===== config.mk =====
export PLATFORM = sky130hd
export DESIGN_NAME = rmh_ctrl
export DESIGN_NICKNAME = d
export VERILOG_FILES = /design/src/rtl/rmh_pkg.sv /design/src/rtl/rmh_ctrl.sv
export SDC_FILE = /design/constraint.sdc
export NUM_CORES = 1
export LEC_CHECK = 0
export ABC_AREA = 1
export BUFFER_PORTS_ARGS = -buffer_cell sky130_fd_sc_hd__buf_2
export CORE_MARGIN = 3
export CORE_UTILIZATION = 45
export DETAILED_ROUTE_END_ITERATION = 7
export GPL_TIMING_DRIVEN = 0
export PLACE_DENSITY = 0.68
export RECOVER_POWER = 50
export SLEW_MARGIN = 20
export SYNTH_ARGS = -nofsm -noshare
export SYNTH_HDL_FRONTEND = slang
export SYNTH_SLANG_ARGS = --single-unit

===== constraint.sdc =====
create_clock -name clk_i -period 2.45 [get_ports clk_i]
set_input_delay 0.245 -clock clk_i [delete_from_list [all_inputs] [get_ports clk_i]]
set_output_delay 0.245 -clock clk_i [all_outputs]
set_load 0.03 [all_outputs]

===== src/rtl/rmh_pkg.sv =====
package rmh_pkg;
  localparam int unsigned MaxSamplesDef = 1024;
  localparam int unsigned DataW = 32;
  localparam int unsigned CountW = 11;

  // Datapath commands.
  typedef enum logic [3:0] {
    CMD_NONE,
    CMD_START,     // latch sample, restart, size bookkeeping
    CMD_UP_RD,     // read parent during sift-up
    CMD_UP_STEP,   // compare with parent, swap or stop
    CMD_ROOTS,     // compare the two roots
    CMD_DN_RD,     // read children during sift-down
    CMD_DN_STEP,   // pick best child, swap or stop
    CMD_FINISH     // register result word
  } cmd_e;

  typedef struct packed {
    cmd_e cmd;
    logic sel_upper;  // heap that the sift operates on
  } rmh_ctl_t;

  typedef struct packed {
    logic full;       // store full, reject
    logic sel_upper;  // heap that took the insert
    logic up_done;    // sift-up finished
    logic swap_roots; // roots must exchange
    logic dn_done;    // sift-down finished
  } rmh_sts_t;
endpackage


===== src/rtl/rmh_ctrl.sv =====
module rmh_ctrl import rmh_pkg::*; (
  input  logic     clk_i,
  input  logic     rst_ni,
  input  logic     in_valid_i,
  output logic     in_stall_o,
  output logic     out_valid_o,
  input  logic     out_stall_i,
  input  rmh_sts_t sts_i,
  output rmh_ctl_t ctl_o
);
  typedef enum logic [8:0] {
    S_IDLE  = 9'b000000001,
    S_START = 9'b000000010,
    S_URD   = 9'b000000100,
    S_UST   = 9'b000001000,
    S_ROOT  = 9'b000010000,
    S_DRD   = 9'b000100000,
    S_DST   = 9'b001000000,
    S_FIN   = 9'b010000000,
    S_OUT   = 9'b100000000
  } state_e;

  state_e state_q, state_d;
  logic upper_q, upper_d;
  logic ovalid_q, ovalid_d;

  assign in_stall_o  = (state_q != S_IDLE) || ovalid_q;
  assign out_valid_o = ovalid_q;

  always_comb begin
    state_d = state_q;
    upper_d = upper_q;
    ovalid_d = ovalid_q && out_stall_i;
    ctl_o.cmd = CMD_NONE;
    ctl_o.sel_upper = upper_q;
    unique case (state_q)
      S_IDLE: if (in_valid_i && !in_stall_o) begin
        ctl_o.cmd = CMD_START;
        state_d = S_START;
      end
      S_START: begin
        upper_d = sts_i.sel_upper;
        state_d = sts_i.full ? S_FIN : S_URD;
      end
      S_URD: begin
        ctl_o.cmd = CMD_UP_RD;
        state_d = S_UST;
      end
      S_UST: begin
        ctl_o.cmd = CMD_UP_STEP;
        state_d = sts_i.up_done ? S_ROOT : S_URD;
      end
      S_ROOT: begin
        ctl_o.cmd = CMD_ROOTS;
        upper_d = 1'b0;
        state_d = S_OUT;
      end
      S_OUT: state_d = sts_i.swap_roots ? S_DRD : S_FIN;
      S_DRD: begin
        ctl_o.cmd = CMD_DN_RD;
        state_d = S_DST;
      end
      S_DST: begin
        ctl_o.cmd = CMD_DN_STEP;
        if (sts_i.dn_done) begin
          if (upper_q) state_d = S_FIN;
          else begin
            upper_d = 1'b1;
            state_d = S_DRD;
          end
        end else state_d = S_DRD;
      end
      S_FIN: begin
        ctl_o.cmd = CMD_FINISH;
        ovalid_d = 1'b1;
        state_d = S_IDLE;
      end
      default: state_d = S_IDLE;
    endcase
  end

  always_ff @(posedge clk_i or negedge rst_ni) begin
    if (!rst_ni) begin
      state_q <= S_IDLE;
      upper_q <= 1'b0;
      ovalid_q <= 1'b0;
    end else begin
      state_q <= state_d;
      upper_q <= upper_d;
      ovalid_q <= ovalid_d;
    end
  end
endmodule


==> Yosys cells after proc, flatten, opt, wreduce, memory -nomap -nowiden <==
Cells that the tools add are included.
{ "totals": {"ff_bits": 11, "input_bits": 9, "output_inout_bits": 7} }
{ "classes": {"eq_ne": 12, "n_mux": 12, "reduce_logical": 6} }
{ "ops": {"columns": ["cell", "count"], "rows": [
  ["$pmux W9 S8", 1],
  ["$mux W8", 3],
  ["$pmux W3 S7", 1],
  ["$mux W9", 2],
  ["$eq A9 B1 Y1 const B", 1],
  ["$eq A9 B2 Y1 const B", 1],
  ["$eq A9 B3 Y1 const B", 1],
  ["$eq A9 B4 Y1 const B", 1],
  ["$eq A9 B5 Y1 const B", 1],
  ["$eq A9 B6 Y1 const B", 1],
  ["$eq A9 B7 Y1 const B", 1],
  ["$eq A9 B8 Y1 const B", 1],
  ["$eq A9 B9 Y1 const B", 1],
  ["$ne A9 B1 Y1 const B", 1],
  ["$mux W5", 1],
  ["$ne A2 B2 Y1 const B", 2],
  ["$mux W1", 3],
  ["$pmux W1 S3", 1],
  ["$reduce_bool A3 Y1", 1],
  ["$logic_and A1 B1 Y1", 2],
  ["$reduce_and A2 Y1", 1],
  ["$logic_not A1 Y1", 1],
  ["$logic_or A1 B1 Y1", 1]
]} }

==> Depth between registers and ports, before layout <==
{ "logic_depth": {"ltp_word": 6, "depth_mapped": 9, "mapped_depth_nobuf": 9} }

==> Worst setup path after synthesis <==
No wires, ideal clock.
{ "synth_timing": {"path_kind": "register to output", "start": "register state_q[0]", "end": "output port ctl_o[1] (netlist bit)", "required_time_ns": 2.205, "n_path_buf": 0, "arrival_ns": 1.220, "path_slack_ns": 0.985, "path_stages_with_launch": 8, "path_cell_list": "dfstp_2 > nor2_4 > nand3_4 > inv_4 > nand2_1 > inv_1 > nor2_1 > nand3_1"} }
{ "synth_lines": {"columns": ["item", "line", "rtl"], "rows": [
  ["start, declared", "rmh_ctrl.sv:23", "state_e state_q, state_d;"],
  ["start signal, assigned", "rmh_ctrl.sv:88", "state_q <= state_d;"],
  ["end, declared", "rmh_ctrl.sv:9", "output rmh_ctl_t ctl_o"]
]} }

==> flow_summary.yaml <==
run_status:
  outcome: "complete, no violations"
clock_network:
  cts.sinks: 11
  cts_tree: "yes"
  cts_max_path_buffers: 2
  cts_htree_levels: 1
  clk_pin_slew_worst_paths_ns: 0.07
  cts_buffers: 3
  clk_root_buffer_cell: "clkbuf_4"
  cts_resized: 0
  cts_setup_buffers: 0
  clk_latency_ns: 0.26
floorplan:
  start_util_pct: 48.7
  die_area_um2: 2170
  die_w_um: 46.6
  row_count: 14
  die_y_um: 46.6
  top_level_ports: 16
  core_area_um2: 1520
setup_path:
  required_ns: 2.20
  cp-start-kind: "flop"
  crit_path_max_fanout: 5
  criticalPathCategory: "reg -> out"
  end_kind: "output port"
  arrival_ns: 1.71
global_routing:
  grt_overflow_total: 0
  antenna_found_initial: 0
  grt_usage_pct: 15.8
  grt_max_degree: 12
  grt_pass1_wl_um: 2420
  grt_pass1_vias: 574
sta:
  rsz0062_at_grt: "false"
  holdWs_ns: 0.180
  slew_viol_final: 0
  setup_viol_count_final: 0
  period_minus_slack_ns: 1.96
  hold_viol: 0
  fin_crit_sh_pct: 79.8
  tightest_slew_ns: 0.626
  setup_tns_ns: 0
  fin_worst_skew_ns: 0.00708
  fmax_ghz: 0.511
  relSlewSlack_pct: 58.3
power_and_ir_drop:
  power_switching_uw: 311
  combPwrFrac_pct: 47.3
  p_seq_share_pct: 35.3
  internal_power_uw: 387
  power_per_cell_area_nw_per_um2: 822
  peakVddDrop_mv: 0.663
  pwr-share-clk_pct: 17.4
  p_leak_uw: 0.000512
  p_sw_share_pct: 44.5
synthesis:
  postSynthAreaPerCell_um2: 7.13
  ys.flop_type: "dfrtp_1"
  yosys_warnings: 0
  synth_seq_cells: 11
  synth_edf_count: 0
  syn-instance-count: 104
  synth-simple-area-share_pct: 43.3
  synthesis.nets: 113
  synthDistinctLibCells: 26
  ys_top_cells_by_count: "nand2_1 (29), inv_1 (16), nor2_1 (11)"
  synth_area_um2: 742
  synth.area.mux_share_pct: 0
  synth_top_area_share_pct: 33.7
  synthAdderAreaFrac_pct: 0
  synth_xor_area_share_pct: 0
  ys_top_cells_by_area: "dfrtp_1 (34%), nand2_1 (15%), inv_1 (8.1%)"
  ys_seq_area_share_pct: 37.3
  async_flop_share_pct: 100
  yosysMostFrequentCell: "nand2_1"
  synth_compound_area_share_pct: 5.73
  synth_area_leader_cell: "dfrtp_1"
  synth_top_family_by_area: "simple AND/OR/NAND/NOR gates"
drt:
  avgViaCountPerCell: 4.78
  drt-total-wl_um: 1470
  vias: 664
  drt_iter0_drc: 7
  drtAntennaViolNets: 0
  drt_pass1_iterations: 5
  wl_per_cell_um: 10.6
  drc: 0
final_layout:
  drive_gt1_share_pct: 28.5
  regArea_um2: 277
  syn_to_final_growth_pct: 14.5
  final_util_pct: 55.7
  multi_input_area_um2: 350
  nFillCells: 169
  antenna_cells: 0
  nets: 133
worst_hold_path:
  hold_path_class: "in -> reg"
placement:
  gp_congestion: 0.793
  dp_hpwl_um: 1250
  port_buffers: 14
run:
  drv_cap: 0
[kinds of logic after synthesis]
| family | Yosys count |
|---|---|
| flip-flops | 11 |
| buffers and inverters | 22 |
| AO/OA/AOI/OAI | 6 |
| AND/OR/NAND/NOR | 64 |
| other | 1 |
[power groups by stage]
stage / combinational, uW / clock, uW / sequential, uW
after global placement: 336 / 0 / 249
after global routing: 368 / 140 / 250
final: 330 / 122 / 246
after detailed placement: 341 / 0 / 251
after floorplan: 266 / 0 / 249
after CTS: 344 / 127 / 248
[registers in the layout, summed over array words and instances, names as in the netlist]
name,flops
state_q,9
out_valid_o,1
upper_q,1
[path summary, 6_finish.rpt]
check	end	startpoint	cells after the start	slack, ns
setup reg to reg	upper_q$_DFFE_PN0P_	state_q[2]$_DFFE_PN0P_	8	1.07
min in group asynchronous	out_valid_o$_DFF_PN0_	rst_ni	2	0.50
max in group asynchronous	state_q[4]$_DFFE_PN0P_	rst_ni	2	1.54
hold reg to reg	upper_q$_DFFE_PN0P_	upper_q$_DFFE_PN0P_	2	0.54
hold / removal	state_q[2]$_DFFE_PN0P_	sts_i[2]	2	0.18
setup / recovery	ctl_o[1]	state_q[0]$_DFFE_PN1P_	8	0.49
[critical path, stage by stage (launching register included)]
cell and delay (ns):
dfstp_2 0.57, nor2_4 0.06, nand3_1 0.21, inv_4 0.07, nand2_1 0.09, inv_1 0.06, nor2_1 0.13, nand3_1 0.09
buf_2 0.18
[layer usage]
layer / part of all wire [%] / global-route usage, %
met3: 5.6 / 3.52
met2: 49 / 24.7
met5: 0 / 0
met4: 0.61 / 5.11
met1: 45 / 21.3
[cell type report]
cell class | count | area share (%)
Tap cell | 16 | 2.36
Buffer | 2 | 1.77
Sequential cell | 11 | 32.5
Timing Repair Buffer | 15 | 9.28
Multi-Input combinational cell | 71 | 41.2
Clock buffer | 4 | 3.09
Inverter | 20 | 9.72
[placed cells by master, fill, tap and decap left out, drive strengths merged]
cell / synthesis / final
clkbuf: 0 / 5
or2: 1 / 1
buf: 2 / 15
a21oi: 1 / 1
nand2: 33 / 33
nand3: 11 / 11
o211ai: 1 / 1
o21bai: 1 / 1
dlygate4sd3: 0 / 1
inv: 19 / 19
nor3: 2 / 2
nor2: 17 / 17
clkinv: 1 / 1
dfrtp: 10 / 10
o22ai: 1 / 1
dfstp: 1 / 1
conb: 1 / 1
o21ai: 2 / 2
[through the flow]
stage                     cells  area, um^2  setup WS (ns)  total power, uW
final                       139         850          0.494              698
after global placement      134         832          0.928              585
after floorplan             104         742          0.985              515
after global routing        139         850          0.299              758
after CTS                   139         868          0.614              719
after detailed placement    134         832          0.915              593
[timing repair]
action	4_1_cts	5_1_grt
setup endpoints to repair	0	0
endpoints found under the hold margin	10	0
hold buffers	1	0
No activity file was read; power rests on OpenSTA's default activity.
